### config.mk
export PLATFORM = sky130hd
export DESIGN_NAME = ngram_bloom_signature
export DESIGN_NICKNAME = d
export VERILOG_FILES = /design/src/hw/rtl/nbs_pkg.sv /design/src/hw/rtl/nbs_front.sv /design/src/hw/rtl/nbs_queue.sv /design/src/hw/rtl/nbs_back.sv /design/src/hw/rtl/ngram_bloom_signature.sv
export SDC_FILE = /design/constraint.sdc
export NUM_CORES = 1
export LEC_CHECK = 0
export BUFFER_PORTS_ARGS = -buffer_cell sky130_fd_sc_hd__clkbuf_2
export CORE_ASPECT_RATIO = 1.25
export CORE_MARGIN = 4
export CORE_UTILIZATION = 49
export CTS_BUF_LIST = sky130_fd_sc_hd__clkbuf_8 sky130_fd_sc_hd__clkbuf_16
export CTS_CLUSTER_DIAMETER = 80
export DETAILED_ROUTE_END_ITERATION = 6
export PLACE_DENSITY = 0.69
export SLEW_MARGIN = 30
export SYNTH_ARGS = -nofsm -noshare
export SYNTH_HDL_FRONTEND = slang
export SYNTH_HIERARCHICAL = 1
export SYNTH_SLANG_ARGS = --single-unit
### constraint.sdc
create_clock -name clock -period 14.9 [get_ports clock]
set_input_delay 0 -clock clock [delete_from_list [all_inputs] [get_ports clock]]
set_output_delay 0 -clock clock [all_outputs]
set_load 0.1 [all_outputs]
### src/hw/rtl/nbs_pkg.sv
// shared constants and types for the n-gram bloom signature block
// no dependencies; imported by every module of the block

package nbs_pkg;

   // bytes per n-gram window and signature width in bits
   localparam int WINDOW    = 4;
   localparam int SIG_BITS  = 256;

   // derived sizes
   localparam int HIST       = WINDOW - 1;
   localparam int WIN_SLOTS  = (HIST > 0) ? HIST : 1;
   localparam int POS_W      = $clog2(SIG_BITS);
   localparam int SIG_WORDS  = SIG_BITS / 64;
   localparam int WORD_SEL_W = (SIG_WORDS > 1) ? $clog2(SIG_WORDS) : 1;
   localparam int FILL_W     = 3;
   localparam int WORD_NUM_W = 2;

   // decoupling queue between front and back
   localparam int Q_DEPTH = 2;
   localparam int Q_PTR_W = (Q_DEPTH > 1) ? $clog2(Q_DEPTH) : 1;
   localparam int Q_CNT_W = $clog2(Q_DEPTH + 1);

   // one classified byte on its way to the bitmap
   typedef struct packed {
      logic             hit;   // full window present, set bit at pos
      logic [POS_W-1:0] pos;   // window sum modulo SIG_BITS
      logic             eob;   // last byte of the buffer
   } nbs_entry_type;

   // queue read side as seen by the back end
   typedef struct packed {
      logic          valid;
      nbs_entry_type entry;
   } nbs_queue_out_type;

endpackage

### src/hw/rtl/nbs_front.sv
// front end: accepts bytes, keeps the byte window and fill count, forms bit positions
// depends on nbs_pkg

module nbs_front
   import nbs_pkg::*;
(
   input  logic          clock,
   input  logic          reset,
   input  logic          req_valid,
   input  logic [7:0]    req_data_byte,
   input  logic          req_end_of_buffer,
   input  logic          push_ready,
   output logic          push_valid,
   output nbs_entry_type push_entry
);

   logic [7:0]        window_ff [WIN_SLOTS];
   logic [7:0]        window_in [WIN_SLOTS];
   logic [FILL_W-1:0] fill_ff;
   logic [FILL_W-1:0] fill_in;
   logic [7:0]        sum;
   logic              take;

   assign take       = req_valid && push_ready;
   assign push_valid = req_valid;

   // window sum over held bytes plus the new one
   always_comb begin
      sum = req_data_byte;
      for (int i = 0; i < HIST; i++) begin
         sum = sum + window_ff[i];
      end
   end

   assign push_entry.hit = (fill_ff >= FILL_W'(HIST));
   assign push_entry.pos = sum[POS_W-1:0];
   assign push_entry.eob = req_end_of_buffer;

   // shift the new byte in, oldest at index 0; clear at end of buffer
   always_comb begin
      window_in = window_ff;
      fill_in   = fill_ff;
      if (take) begin
         if (req_end_of_buffer) begin
            for (int i = 0; i < WIN_SLOTS; i++) begin
               window_in[i] = 8'd0;
            end
            fill_in = '0;
         end else begin
            for (int i = 0; i + 1 < HIST; i++) begin
               window_in[i] = window_ff[i + 1];
            end
            if (HIST > 0) begin
               window_in[WIN_SLOTS - 1] = req_data_byte;
            end
            if (fill_ff < FILL_W'(HIST)) begin
               fill_in = fill_ff + FILL_W'(1);
            end
         end
      end
   end

   always_ff @(posedge clock) begin
      if (reset) begin
         fill_ff <= '0;
         for (int i = 0; i < WIN_SLOTS; i++) begin
            window_ff[i] <= 8'd0;
         end
      end else begin
         fill_ff   <= fill_in;
         window_ff <= window_in;
      end
   end

endmodule

### src/hw/rtl/nbs_queue.sv
// short register queue that decouples the front end from the back end
// depends on nbs_pkg

module nbs_queue
   import nbs_pkg::*;
(
   input  logic              clock,
   input  logic              reset,
   input  logic              push_valid,
   input  nbs_entry_type     push_entry,
   output logic              push_ready,
   input  logic              pop,
   output nbs_queue_out_type head
);

   nbs_entry_type        entries_ff [Q_DEPTH];
   logic [Q_PTR_W-1:0]   wr_ptr_ff;
   logic [Q_PTR_W-1:0]   wr_ptr_in;
   logic [Q_PTR_W-1:0]   rd_ptr_ff;
   logic [Q_PTR_W-1:0]   rd_ptr_in;
   logic [Q_CNT_W-1:0]   count_ff;
   logic [Q_CNT_W-1:0]   count_in;
   logic                 do_push;
   logic                 do_pop;

   assign push_ready = (count_ff < Q_CNT_W'(Q_DEPTH));
   assign do_push    = push_valid && push_ready;
   assign head.valid = (count_ff != '0);
   assign head.entry = entries_ff[rd_ptr_ff];
   assign do_pop     = pop && head.valid;

   // pointer and level update
   always_comb begin
      wr_ptr_in = wr_ptr_ff;
      rd_ptr_in = rd_ptr_ff;
      count_in  = count_ff;
      if (do_push) begin
         wr_ptr_in = (wr_ptr_ff == Q_PTR_W'(Q_DEPTH - 1)) ? '0 : wr_ptr_ff + Q_PTR_W'(1);
      end
      if (do_pop) begin
         rd_ptr_in = (rd_ptr_ff == Q_PTR_W'(Q_DEPTH - 1)) ? '0 : rd_ptr_ff + Q_PTR_W'(1);
      end
      if (do_push && !do_pop) begin
         count_in = count_ff + Q_CNT_W'(1);
      end else if (do_pop && !do_push) begin
         count_in = count_ff - Q_CNT_W'(1);
      end
   end

   always_ff @(posedge clock) begin
      if (reset) begin
         wr_ptr_ff <= '0;
         rd_ptr_ff <= '0;
         count_ff  <= '0;
      end else begin
         wr_ptr_ff <= wr_ptr_in;
         rd_ptr_ff <= rd_ptr_in;
         count_ff  <= count_in;
      end
   end

   // entry storage, no reset needed
   always_ff @(posedge clock) begin
      if (do_push) begin
         entries_ff[wr_ptr_ff] <= push_entry;
      end
   end

endmodule

### src/hw/rtl/nbs_back.sv
// back end: sets bitmap bits, snapshots the bitmap at end of buffer and sends its words
// depends on nbs_pkg

module nbs_back
   import nbs_pkg::*;
(
   input  logic                  clock,
   input  logic                  reset,
   input  nbs_queue_out_type     head,
   output logic                  pop,
   output logic                  rsp_valid,
   input  logic                  rsp_stall,
   output logic [63:0]           rsp_sig_word,
   output logic [WORD_NUM_W-1:0] rsp_word_number,
   output logic                  rsp_last_word
);

   logic [SIG_BITS-1:0]      bitmap_ff;
   logic [SIG_BITS-1:0]      bitmap_in;
   logic [SIG_WORDS-1:0][63:0] snap_ff;
   logic [SIG_WORDS-1:0][63:0] snap_in;
   logic                     busy_ff;
   logic                     busy_in;
   logic [WORD_SEL_W-1:0]    word_ff;
   logic [WORD_SEL_W-1:0]    word_in;
   logic [SIG_BITS-1:0]      merged;
   logic                     last;
   logic                     sent;
   logic                     can_load;

   assign last      = (word_ff == WORD_SEL_W'(SIG_WORDS - 1));
   assign sent      = busy_ff && !rsp_stall;
   assign can_load  = !busy_ff || (sent && last);
   assign pop       = head.valid && (!head.entry.eob || can_load);

   assign rsp_valid       = busy_ff;
   assign rsp_sig_word    = snap_ff[word_ff];
   assign rsp_word_number = WORD_NUM_W'(word_ff);
   assign rsp_last_word   = last;

   // bitmap with the head byte's bit applied
   assign merged = head.entry.hit ? (bitmap_ff | (SIG_BITS'(1) << head.entry.pos))
                                  : bitmap_ff;

   // absorb a byte, step the word counter, load a new snapshot at end of buffer
   always_comb begin
      bitmap_in = bitmap_ff;
      snap_in   = snap_ff;
      busy_in   = busy_ff;
      word_in   = word_ff;
      if (sent) begin
         if (last) begin
            busy_in = 1'b0;
         end else begin
            word_in = word_ff + WORD_SEL_W'(1);
         end
      end
      if (pop) begin
         if (head.entry.eob) begin
            snap_in   = merged;
            bitmap_in = '0;
            busy_in   = 1'b1;
            word_in   = '0;
         end else begin
            bitmap_in = merged;
         end
      end
   end

   always_ff @(posedge clock) begin
      if (reset) begin
         bitmap_ff <= '0;
         busy_ff   <= 1'b0;
         word_ff   <= '0;
      end else begin
         bitmap_ff <= bitmap_in;
         busy_ff   <= busy_in;
         word_ff   <= word_in;
      end
   end

   // snapshot payload, no reset needed
   always_ff @(posedge clock) begin
      snap_ff <= snap_in;
   end

endmodule

### src/hw/rtl/ngram_bloom_signature.sv
// top level of the n-gram bloom signature block
// depends on nbs_pkg, nbs_front, nbs_queue and nbs_back
//
// usage:
//   req channel: one buffer byte per transfer (req_data_byte), with
//   req_end_of_buffer high on the buffer's last byte. a transfer happens at
//   a clock edge with req_valid high and req_stall low.
//   rsp channel: after the last byte, SIG_BITS/64 transfers of 64 signature
//   bits each, lowest word first, rsp_word_number counting up and
//   rsp_last_word high on the final word.
// response: the end of buffer byte is registered in the queue, then the back
//   end loads the signature snapshot and raises rsp_valid with the first word;
//   the remaining words follow one per cycle while rsp_stall is low.
// throughput: one byte per cycle while req_stall is low, set by the window
//   sum in the front end and the single bitmap update in the back end. an end
//   of buffer byte waits in the two-entry queue while the previous signature
//   is still being sent, so buffers shorter than SIG_BITS/64 bytes run slower.
// stall: rsp_stall holds the current word; bytes keep going into the bitmap
//   until the queue fills with a waiting end of buffer, then req_stall rises.
// reset: synchronous, active high; clears window, fill count, bitmap and
//   queue, no response is pending afterwards.

module ngram_bloom_signature
   import nbs_pkg::*;
(
   input  logic                  clock,
   input  logic                  reset,
   input  logic                  req_valid,
   output logic                  req_stall,
   input  logic [7:0]            req_data_byte,
   input  logic                  req_end_of_buffer,
   output logic                  rsp_valid,
   input  logic                  rsp_stall,
   output logic [63:0]           rsp_sig_word,
   output logic [WORD_NUM_W-1:0] rsp_word_number,
   output logic                  rsp_last_word
);

   logic              push_valid;
   logic              push_ready;
   nbs_entry_type     push_entry;
   nbs_queue_out_type head;
   logic              pop;

   assign req_stall = !push_ready;

   // classify incoming bytes
   nbs_front u_front (
      .clock             (clock),
      .reset             (reset),
      .req_valid         (req_valid),
      .req_data_byte     (req_data_byte),
      .req_end_of_buffer (req_end_of_buffer),
      .push_ready        (push_ready),
      .push_valid        (push_valid),
      .push_entry        (push_entry)
   );

   // decoupling queue
   nbs_queue u_queue (
      .clock      (clock),
      .reset      (reset),
      .push_valid (push_valid),
      .push_entry (push_entry),
      .push_ready (push_ready),
      .pop        (pop),
      .head       (head)
   );

   // bitmap and signature output
   nbs_back u_back (
      .clock           (clock),
      .reset           (reset),
      .head            (head),
      .pop             (pop),
      .rsp_valid       (rsp_valid),
      .rsp_stall       (rsp_stall),
      .rsp_sig_word    (rsp_sig_word),
      .rsp_word_number (rsp_word_number),
      .rsp_last_word   (rsp_last_word)
   );

`ifndef SYNTHESIS
   // nothing is pending right after reset
   a_reset_idle: assert property (@(posedge clock) reset |=> !rsp_valid)
      else $error("response valid after reset");

   // a sent non-final word is followed at once by the next word of the same signature
   a_word_step: assert property (@(posedge clock) disable iff (reset)
      (rsp_valid && !rsp_stall && !rsp_last_word) |=>
      (rsp_valid && rsp_word_number == $past(rsp_word_number) + WORD_NUM_W'(1)))
      else $error("signature words not sent back to back");

   // the final word carries the highest word number
   a_last_number: assert property (@(posedge clock) disable iff (reset)
      (rsp_valid && rsp_last_word) |-> (rsp_word_number == WORD_NUM_W'(SIG_WORDS - 1)))
      else $error("last word flag on wrong word");
`endif

endmodule

# After elaboration in Yosys (flattened, before gate mapping)
# Memories as Yosys holds them, arrays and structs flattened. A register that Yosys moved wholly into a read port is not among the register bits.
# Index checks and enable logic that the tools add are counted.
[op_classes]
order_cmp = 4
n_reduce_logical = 20
mux = 23
n_shift = 1
addsub = 9
eq_ne = 1
n_bitwise = 1
[op_table]
columns = ["operator", "n"]
rows = [
  ["$mux 256", 2],
  ["$or 256x256->256", 1],
  ["$shl 1x8->256 const A", 1],
  ["$bmux 64 s2", 1],
  ["$mux 64", 1],
  ["$add 8x8->8", 3],
  ["$mux 24", 1],
  ["$mux 2", 6],
  ["$mux 1", 10],
  ["$logic_and 1x1->1", 7],
  ["$logic_not 1->1", 6],
  ["$mux 3", 2],
  ["$reduce_bool 2->1", 3],
  ["$add 2x1->2 const B", 2],
  ["$reduce_and 2->1", 2],
  ["$add 3x1->3 const B", 1],
  ["$ge 3x2->1 const B", 1],
  ["$lt 2x3->1 const B", 1],
  ["$lt 3x2->1 const B", 1],
  ["$add 1x1->1 const B", 2],
  ["$eq 2x2->1 const B", 1],
  ["$logic_or 1x1->1", 2],
  ["$lt 2x2->1 const B", 1],
  ["$sub 2x1->2 const B", 1],
]
[totals]
out_inout_bits = 69
mem_count = 1
mem_bits_rw = 20
register_bits = 546
inputBits = 13
[mem_list]
columns = ["name", "words", "width", "rd", "rd_clocked_by_memory_dff", "write_ports", "line_no", "source"]
rows = [
  ["u_queue.entries_ff", 2, 10, 1, 1, 1, "nbs_queue.sv:16", "nbs_entry_type entries_ff [Q_DEPTH];"],
]

# Longest topological paths before layout
# Gate-level depths: netlist of run 1.
[depth]
ltp_word = 10
depth_mapped = 12
mapped_depth_nobuf = 12

# Modules after synthesis
# The synthesis of run 1 kept the hierarchy.
[modules_own_cells]
columns = ["module", "seq_area_each_um2", "area_per_inst_um2", "n_inst", "cells_per_inst"]
rows = [
  ["nbs_back", 12872.3, 20330.7, 1, 1608],
  ["nbs_front", 540.5, 1727.9, 1, 208],
  ["nbs_queue", 700.7, 932.1, 1, 54],
  ["ngram_bloom_signature", 0.0, 3.8, 1, 1],
]

# Worst setup path before layout of run 1
# Ideal clock, no wire load.
[synth_timing]
kind = "reg-to-reg"
from = "register u_back.word_ff[1], in the netlist u_back/rsp_word_number[1]"
to = "register u_back.bitmap_ff[215]"
stages_incl_launch_ff = 9
arrival_time_ps = 15079
setup_time_ps = 118
n_path_buf = 4
slack_ps = -297
cell_sequence = "dfxtp_1 buf_2 nand3b_4 a21oi_1 or2_1 buf_2 buf_4 buf_2 nor2_1"
[synth_via]
elab_chain_cells = 5
[synth_rtl]
columns = ["item", "line_no", "source"]
rows = [
  ["start, declared", "nbs_back.sv:24", "logic [WORD_SEL_W-1:0] word_ff;"],
  ["start signal, assigned", "nbs_back.sv:78", "word_ff <= word_in;"],
  ["$eq 2x2->1", "nbs_back.sv:31", "assign last = (word_ff == WORD_SEL_W'(SIG_WORDS - 1));"],
  ["$logic_and 1x1->1", "nbs_back.sv:33", "assign can_load = !busy_ff || (sent && last);"],
  ["$logic_or 1x1->1", "nbs_back.sv:33", ""],
  ["$logic_or 1x1->1", "nbs_back.sv:34", "assign pop = head.valid && (!head.entry.eob || can_load);"],
  ["$logic_and 1x1->1", "nbs_back.sv:34", ""],
  ["end signal, assigned", "nbs_back.sv:76", "bitmap_ff <= bitmap_in;"],
  ["end, declared", "nbs_back.sv:18", "logic [SIG_BITS-1:0] bitmap_ff;"],
]
# No other way between the ends.
# A chain may end at the register's enable or synchronous reset.

# Worst setup path in the final report of run 1
[layout_timing]
from = "register u_back.word_ff[0], in the netlist u_back/rsp_word_number[0]"
to = "register u_back/snap_ff[233] (netlist name), enable pin"
[layout_via]
elab_chain_cells = 6
[layout_rtl]
columns = ["item", "line_no", "source"]
rows = [
  ["$eq 2x2->1", "nbs_back.sv:31", ""],
  ["$logic_and 1x1->1", "nbs_back.sv:33", ""],
  ["$logic_or 1x1->1", "nbs_back.sv:33", ""],
  ["$logic_or 1x1->1", "nbs_back.sv:34", ""],
  ["$logic_and 1x1->1", "nbs_back.sv:34", ""],
  ["$reduce_and 2->1 (no line)", "-", ""],
  ["end signal, assigned", "nbs_back.sv:84", "snap_ff <= snap_in;"],
  ["end, declared", "nbs_back.sv:20", "logic [SIG_WORDS-1:0][63:0] snap_ff;"],
]
# No other way between the ends.

==> results of run 1 <==
## placed cells by master (no fill, tap or decap), drive strengths merged, types with 5 or more instances in the layout
| cell | n |
|---|---|
| a211oi | 16 |
| a21o | 193 |
| a21oi | 293 |
| buf | 32 |
| bufinv | 5 |
| clkbuf | 147 |
| clkinv | 9 |
| dfxtp | 291 |
| dlygate4sd3 | 19 |
| edfxtp | 276 |
| fa | 14 |
| ha | 10 |
| inv | 57 |
| mux2 | 10 |
| mux4 | 64 |
| nand2 | 21 |
| nand2b | 9 |
| nand3 | 5 |
| nand4bb | 6 |
| nor2 | 320 |
| nor2b | 6 |
| nor3 | 35 |
| nor3b | 10 |
| o21bai | 67 |
| xnor2 | 9 |
## synthesized netlist by cell type, types with 9 or more instances
library cell	count
nand2b_1	9
mux2_2	10
buf_2	78
nor2_2	13
mux4_2	64
dfxtp_1	291
buf_4	26
nand2_1	21
nor2_1	307
edfxtp_1	276
inv_1	40
xnor2_1	9
fa_1	14
a21o_1	193
nor3_2	9
o21bai_1	67
a211oi_4	13
a21oi_1	291
ha_1	10
buf_6	13
nor3_1	25
clkbuf_1	22
## cell families after synthesis
family / after synthesis
xor gates and xnor gates: 13
DFF: 567
and+or+nand+nor: 436
muxes: 74
adders and majority gates: 24
AOI/OAI and AO/OA: 574
buffers and inverters: 183
## routing by layer
| layer | vias up | GRT usage, % | wire length, microns |
|---|---|---|---|
| li1 | 6797 | - | - |
| met1 | 7268 | 24.4 | 20100 |
| met4 | 0 | 6.35 | 1230 |
| met3 | 77 | 2.82 | 2510 |
| met2 | 380 | 37.0 | 27300 |
| met5 | - | 0 | 0 |
## area by class of cell
type                       count  area share [%]
tap                          585            2.84
inverter                      41           0.598
timing repair buffer         132            3.47
sequential                   567            54.9
clock inverter                34            1.19
multi-input combinational   1121            31.0
clock buffer                  66            6.02
## timing repair
action                    in CTS  in global routing
hold buffers                  19                  0
hold endpoints to repair      37                  0
setup buffers                  0                  0
## worst paths after layout
kind | to | cells after the start
max | u_back/snap_ff[233] | 6
min | u_queue/entries_ff[1][0] | 1
max reg2reg | u_back/snap_ff[233] | 6
min reg2reg | u_back/bitmap_ff[27] | 2
## sequential cells by signal (all words and copies together), names as in the netlist, named ones only
register                cells
u_back/bitmap_ff          256
u_back/rsp_valid            1
u_back/rsp_word_number      2
u_back/snap_ff            256
u_front/fill_ff             3
u_front/window_ff          24
u_queue/count_ff            2
u_queue/entries_ff         20
u_queue/rd_ptr_ff           1
u_queue/wr_ptr_ff           1
## where the power goes
part,internal [mW],switching (mW)
sequential,1.90,0.0695
combinational,0.256,1.05
clock,0.824,0.580
total,2.98,1.70
## worst register-to-register path, cell delays in order, from the launching register on
cell      delay [ns]
dfxtp_4         0.85
nand3b_4        0.58
a21oi_4         0.35
buf_12          0.34
buf_16          0.43
buf_4           0.85
buf_12          0.29
## per-stage QoR
| step | utilization [%] | instance area, sq um |
|---|---|---|
| after floorplan | - | 23000 |
| after global placement | 50.9 | 23600 |
| after detailed placement | 51.1 | 23600 |
| after CTS | 55.5 | 25700 |
| after global routing | 55.7 | 25700 |
| final | 55.7 | 25700 |
==> flow_summary.ini, run 1 <==
[placement]
post-place-ws_ns = 10.91
placed_cells = 2425
gp_congestion = 0.774
dpl.hpwl_microns = 30700
port-buffer-count = 81

[critical_path]
cp.arrival_ns = 4.29
required_ns = 15.19
worstPathMaxFanout = 114
cp_top_family = buffers and inverters
end_kind = flip-flop
setup.worst_path.start = u_back/rsp_word_number[0]
cp-start-kind = flip-flop
critical_path.max_stage_delay_ns = 0.85
cp.buffers_inverters = 4
r2r_start = u_back/rsp_word_number[0]
cp_common_cell = buf_12
crit_slowest_cell = dfxtp_4
worstPathCellList = nand3b_4 > a21oi_4 > buf_12 > buf_16 > buf_4 > buf_12
rrSetupSlack_ns = 10.90
worstSetupPathType = reg2reg

[cts]
ctsResizeCount = 0
clock-sinks = 567
htreeDepth = 2
cts_tree = built
cts_buffers = 54
cts.reportedPaths.clkPinSlew_ns = 0.06
cts_max_path_buffers = 3
cts_root_buf = clkbuf_16
clk_latency_ns = 0.61

[sta]
finalHoldViolCount = 0
holdWs_ns = 0.0847
tightest_slew_ns = 0.997
tns_ns = 0
fin_skew_ns = 0.0201
setup_viol = 0
max_freq_mhz = 250
drv_slew = 0
finalCritPeriodShare_pct = 26.8
fin_crit_ns = 4.00
rsz0062_at_grt = false
relSlewSlack_pct = 33.3
fin_ws_ns = 10.90

[synthesis]
synth_top_area_share_pct = 36.0
synth_top_area_cell = edfxtp_1
synth_fp_nets = 1908
synth_area_sq_um = 23000
avgSynthCellArea_sq_um = 12.3
synth_fa_ha_area_share_pct = 1.76
synth_ff_type = dfxtp_1
yosysWarningCount = 6
synth_xor_area_share_pct = 0.495
synthDistinctLibCells = 54
synth_edf_count = 276
synth-seq-cells = 567
async_flop_share_pct = 0
syn_inst = 1871
synth_area_leaders = edfxtp_1, dfxtp_1, a21oi_1
synth-compound-area-share_pct = 16.3
seq_area_frac_synth_pct = 61.4
yosys.area_share.simple_pct = 9.04
synth.mux.area_fraction_pct = 6.76
synth_top_family_by_area = compound AO/OA/AOI/OAI gates

[worst_hold_path]
worstHoldPathType = in2reg
holdCritStartpoint = req_end_of_buffer

[final_layout]
num-fill-cells = 3773
diodes = 0
ff_latch_area_sq_um = 14100
fin_nets = 1954
multi_input_area_sq_um = 7980
drive_gt1_share_pct = 17.2
area_growth_pct = 11.9
finalNonFillerCells = 2546

[floorplanning]
die_width_microns = 202
rows = 88
die_h_microns = 250
ioPinCount = 82
coreArea_sq_um = 46200
die_area_sq_um = 50500
initial_core_util_pct = 49.7

[drt]
first_pass_iters = 5
drt_iter0_markers = 1020
dr_total_vias = 14522
ant_nets = 0
drc = 0
wirelength_microns = 51100
via_per_inst = 5.70
wl_per_cell_microns = 20.1

[grt]
grt_pass1_vias = 14657
grt_max_degree = 174
grt_usage_pct = 20.1
grt_antenna_before_repair = 0
globalRoute.totalOverflow = 0
grt_pass1_wl_microns = 81200

[power]
cellLeakagePower_nw = 10.6
power.total_mw = 4.68
p_per_area_nw_per_um2 = 182
vdd_ir_drop_max_uv = 136

[flow_run]
maxCapViolCount = 0

[outcome]
outcome = finished, final reports clean
Note: power is estimated with default switching activity, not from simulation.
==> inputs of run 2 (changes only) <==
==> constraint.sdc (replaced) <==
create_clock -name clock -period 3.3 [get_ports clock]
set_input_delay 0 -clock clock [delete_from_list [all_inputs] [get_ports clock]]
set_output_delay 0 -clock clock [all_outputs]
set_load 0.1 [all_outputs]
==> run 2 against run 1 <==
  * Maximum frequency rose by 35%
  * Cell area rose by 0.97%
  * Combinational power rose to 4.6 times the previous value
  * Clock skew rose by 0.0028 ns
  * Via count rose by 0.66%
  * Sequential share of layout area fell by 0.53 points
==> flow_summary.ini, run 2 (same netlist as run 1, synthesis figures left out) <==
[worst_hold_path]
worstHoldPathType = in2reg
holdPathStages = 1
min_to = u_queue/entries_ff[1][0]
holdCritStartpoint = req_end_of_buffer

[final_layout]
layout_commonest_cell = nor2_1
area_growth_pct = 13.0
final_util_pct = 56.2
diodes = 0
fin_nets = 1994
drive_gt1_share_pct = 19.0
reg_top3 = u_back/bitmap_ff (256), u_back/snap_ff (256), u_front/window_ff (24)
layout_common_cells = nor2_1, a21oi_1, dfxtp_1

[sta]
fin_skew_ns = 0.0229
tightest_slew_ns = 0.960
fin_crit_ns = 2.97
fin_ws_ns = 0.331
relSlewSlack_pct = 35.8
finalCritPeriodShare_pct = 90.0
max_freq_mhz = 337
finalHoldViolCount = 0
rsz0062_at_grt = false
setup_viol = 0
drv_slew = 0

[cts]
hold_buffers = 15
htreeDepth = 2
cts.reportedPaths.clkPinSlew_ns = 0.07
clk_latency_ns = 0.62
cts_tree = built
cts_root_buf = clkbuf_16
cts_buffers = 53
clock-sinks = 567
cts_max_path_buffers = 3
postCtsSetupBuffers = 0
ctsResizeCount = 0

[drt]
via_per_inst = 5.65
drc = 0
dr_total_vias = 14618
wirelength_microns = 50900
first_pass_iters = 5
wl_per_cell_microns = 19.7
ant_nets = 0
drt_iter0_markers = 1009

[placement]
post-place-ws_ns = 0.334
dpl.hpwl_microns = 30400
port-buffer-count = 81
gp_congestion = 0.771

[critical_path]
cp_top_family = adder cells
worstPathMaxFanout = 2
critical_path.max_stage_delay_ns = 0.50
required_ns = 3.64
worstPathCellList = inv_1 > fa_1 > inv_1 > fa_1 > ha_1 > inv_1 > fa_1 > nor2b_4 > nor3_2 > o21bai_1 > a21oi_1 > xnor2_1
r2r_end = u_queue/entries_ff[0][8]
crit_slowest_cell = fa_1
cp.buffers_inverters = 3
end_kind = flip-flop
reg2regPathDepth = 12
r2r_start = u_front/window_ff[1]
worstSetupPathType = reg2reg
rrSetupSlack_ns = 0.33
cp.arrival_ns = 3.31
cp-start-kind = flip-flop

[power]
clockPowerShare_pct = 29.4
p_int_mw = 13.4
p_seq_share_pct = 41.9
power_switching_share_pct = 36.5
p_per_area_nw_per_um2 = 813
combPwrFrac_pct = 28.7
power.total_mw = 21.1
cellLeakagePower_nw = 10.6
power.net_switching_mw = 7.72
vdd_ir_drop_max_uv = 557

[grt]
grt_usage_pct = 19.9
grt_max_degree = 141
globalRoute.totalOverflow = 0
grt_pass1_wl_microns = 80300
grt_pass1_vias = 14483
grt_antenna_before_repair = 0

[floorplanning]
die_h_microns = 250
coreArea_sq_um = 46200
ioPinCount = 82
die_width_microns = 202
die_area_sq_um = 50500
rows = 88
initial_core_util_pct = 49.7

[flow_run]
maxCapViolCount = 0

[outcome]
outcome = finished, final reports clean
-- run 2: worst max-delay path by stage --
stage | from | slack (ns) | to | depth (start not counted)
final | u_front/window_ff[1] | 0.33 | u_queue/entries_ff[0][8] | 12
after CTS | u_front/window_ff[1] | 0.30 | u_queue/entries_ff[0][8] | 12
after global routing | u_front/window_ff[1] | 0.17 | u_queue/entries_ff[0][8] | 12
after floorplan | u_back/rsp_word_number[0] | -2.82 | u_back/bitmap_ff[100] | 8
after detailed placement | u_front/window_ff[1] | 0.33 | u_queue/entries_ff[0][8] | 12
after global placement | u_front/window_ff[1] | 0.36 | u_queue/entries_ff[0][8] | 12
-- run 2: worst reg2reg max path, cell delays in order, from the launching register on --
cell	delay, ns
dfxtp_1	0.34
inv_1	0.07
fa_1	0.50
inv_1	0.05
fa_1	0.48
ha_1	0.17
inv_1	0.06
fa_1	0.49
nor2b_4	0.15
nor3_2	0.05
o21bai_1	0.13
a21oi_1	0.09
xnor2_1	0.14
-- run 2: final cells by class --
cell class,count,area (sq um)
Inverter,41,154
Fill cell,3787,20300
Clock inverter,36,333
Multi-Input combinational cell,1121,7940
Tap cell,585,732
Sequential cell,567,14100
Clock buffer,64,1490
Timing Repair Buffer,173,1220
-- run 2: per-layer routing --
layer  global-route usage [%]  part of all wire (%)
met4                     6.80                   3.2
met2                     34.9                    51
met1                     25.4                    41
met3                     2.71                   4.6
met5                        0                     0
-- run 2: through the flow --
step / hold WS, ns / instance area, sq um / instances / TNS [ns]
global route: 0.108 / 26000 / 2587 / 0
detailed placement: 0.441 / 24000 / 2472 / 0
CTS: 0.0484 / 26000 / 2587 / 0
floorplan: 0.0691 / 23200 / 1871 / -1343.42
finish: 0.0721 / 26000 / 2587 / 0
global placement: 0.433 / 24000 / 2470 / 0
-- run 2: power by group through the flow --
stage	clock network, mW	logic (mW)	registers, mW
2_1_floorplan	0	4.86	9.08
3_3_place_gp	0	6.00	8.96
3_5_place_dp	0	6.09	9.02
4_1_cts	6.36	6.12	8.87
5_1_grt	6.63	6.36	8.94
6_report	6.22	6.06	8.86
==> inputs of run 3 (changes only) <==
--- a/config.mk
+++ b/config.mk
@@ -6,10 +6,11 @@
 export NUM_CORES = 1
 export LEC_CHECK = 0
 export BUFFER_PORTS_ARGS = -buffer_cell sky130_fd_sc_hd__clkbuf_2
+export CAP_MARGIN = 0
 export CORE_ASPECT_RATIO = 1.25
 export CORE_MARGIN = 4
 export CORE_UTILIZATION = 49
-export CTS_BUF_LIST = sky130_fd_sc_hd__clkbuf_8 sky130_fd_sc_hd__clkbuf_16
+export CTS_BUF_LIST = sky130_fd_sc_hd__clkbuf_4
 export CTS_CLUSTER_DIAMETER = 80
 export DETAILED_ROUTE_END_ITERATION = 6
 export PLACE_DENSITY = 0.69
==> run 3 against run 2 <==
  * Critical path depth shrank 3
  * Hold slack gained 0.11 ns
  * Sequential power is essentially flat
  * Maximum frequency shrank 1.7%
  * Worst setup slack lost 0.052 ns
  * First-iteration DRC count grew 7.6%
  * Clock skew grew 0.032 ns
  * Critical endpoint is now u_front/window_ff[1]
  * Largest cell class unchanged
==> flow_summary.ini, run 3 (same netlist as run 1, synthesis figures left out) <==
[drt]
first_pass_iters = 6
wirelength_microns = 51900
drt_iter0_markers = 1086
ant_nets = 0
via_per_inst = 5.54
drc = 0
dr_total_vias = 15272
wl_per_cell_microns = 18.8

[cts]
ctsResizeCount = 0
clk_latency_ns = 0.86
cts_max_path_buffers = 3
htreeDepth = 4
cts.reportedPaths.clkPinSlew_ns = 0.06
cts_root_buf = clkbuf_4
cts_buffers = 138
clock-sinks = 567
cts_tree = built

[critical_path]
cp.arrival_ns = 3.73
worstPathCellList = inv_1 > nand2_1 > buf_4 > nor3_1 > dlygate4sd3_1 > a21oi_1 > dlygate4sd3_1 > nor2_1 > dlygate4sd3_1
required_ns = 4.01
critical_path.max_stage_delay_ns = 0.59
end_kind = flip-flop
cp_common_cell = dlygate4sd3_1
cp_top_family = buffers and inverters
crit_slowest_cell = dlygate4sd3_1
r2r_start = u_queue/count_ff[1]
worstSetupPathType = reg2reg
worstPathMaxFanout = 49
setup.worst_path.start = u_queue/count_ff[1]
cp-start-kind = flip-flop
cp.buffers_inverters = 5

[floorplanning]
initial_core_util_pct = 49.7
die_area_sq_um = 50500
rows = 88
ioPinCount = 82
coreArea_sq_um = 46200
die_width_microns = 202
die_h_microns = 250

[final_layout]
layout_common_cells = nor2_1, a21oi_1, dfxtp_1
fin_nets = 2095
drive_gt1_share_pct = 24.6
reg_top3 = u_back/bitmap_ff (256), u_back/snap_ff (256), u_front/window_ff (24)
num-fill-cells = 3828
final_util_pct = 56.8
layout_commonest_cell = nor2_1
area_growth_pct = 14.1

[grt]
grt_usage_pct = 20.5
grt_pass1_wl_microns = 82500
grt_pass1_vias = 15489
globalRoute.totalOverflow = 0
grt_antenna_before_repair = 2
grt_max_degree = 141

[power]
clockPowerShare_pct = 28.9
cellLeakagePower_nw = 10.9
power_switching_share_pct = 37.0
vdd_ir_drop_max_uv = 667
p_per_area_nw_per_um2 = 801
p_int_mw = 13.2
combPwrFrac_pct = 29.0
p_seq_share_pct = 42.2
power.total_mw = 21.0
power.net_switching_mw = 7.78

[sta]
fin_skew_ns = 0.0548
tightest_slew_ns = 0.953
holdWs_ns = 0.178
drv_slew = 0
finalHoldViolCount = 0
max_freq_mhz = 331
setup_viol = 0
relSlewSlack_pct = 36.3
fin_crit_ns = 3.02
rsz0062_at_grt = false
finalCritPeriodShare_pct = 91.5

[outcome]
outcome = finished, final reports clean

[placement]
port-buffer-count = 81
gp_congestion = 0.771
dpl.hpwl_microns = 30400

[worst_hold_path]
worstHoldPathType = in2reg
holdCritStartpoint = rsp_stall

[flow_run]
maxCapViolCount = 0
## run 3: through the flow
step | setup slack, ns | std cells | TNS (ns) | cell area, sq um
after global routing | 0.0702 | 2758 | 0 | 26200
after global placement | 0.355 | 2470 | 0 | 24000
final | 0.279 | 2758 | 0 | 26200
after CTS | 0.310 | 2756 | 0 | 26200
after detailed placement | 0.334 | 2472 | 0 | 24000
after floorplan | -2.82 | 1871 | -1343.42 | 23200
## run 3: power groups by stage
stage          clock network [mW]  logic (mW)  registers, mW
2_1_floorplan                   0        4.86           9.08
3_3_place_gp                    0        6.00           8.96
3_5_place_dp                    0        6.09           9.02
4_1_cts                      6.27        6.14           8.86
5_1_grt                      6.65        6.39           8.94
6_report                     6.06        6.09           8.86
## run 3: path summary, 6_finish.rpt
check | to | depth (start not counted) | slack (ns)
hold reg to reg | u_back/bitmap_ff[243] | 2 | 0.46
setup reg to reg | u_front/window_ff[1] | 9 | 0.28
setup / recovery | u_front/window_ff[1] | 9 | 0.28
hold / removal | u_back/rsp_word_number[1] | 5 | 0.18
## run 3: cell type report
type                            count  area, sq um  area share (%)
Multi-Input combinational cell   1121         7940            30.2
Timing Repair Buffer              189         1380            5.26
Antenna cell                        2         5.00          0.0191
Clock inverter                     27          219           0.834
Clock buffer                      226         1700            6.46
Sequential cell                   567        14100            53.8
Inverter                           41          154           0.586
Tap cell                          585          732            2.79
## run 3: worst register-to-register path: cells and delay by family, from the launching register on
family / cells / cell delay [ns]
buffers and inverters: 5 / 2.20
flip-flops: 1 / 0.41
AND/OR/NAND/NOR: 3 / 0.19
AO/OA/AOI/OAI: 1 / 0.12
## run 3: what timing repair did
item,4_1_cts,5_1_grt
endpoints found under the hold margin,119,0
hold buffers,31,0
setup buffers,0,0
## run 3: layer usage
| metal | track usage (%) | up-vias | routed length, microns |
|---|---|---|---|
| li1 | - | 7180 | - |
| met1 | 24.9 | 7536 | 21000 |
| met2 | 35.8 | 457 | 26500 |
| met3 | 3.85 | 99 | 2800 |
| met4 | 9.05 | 0 | 1550 |
| met5 | 0 | - | 0 |
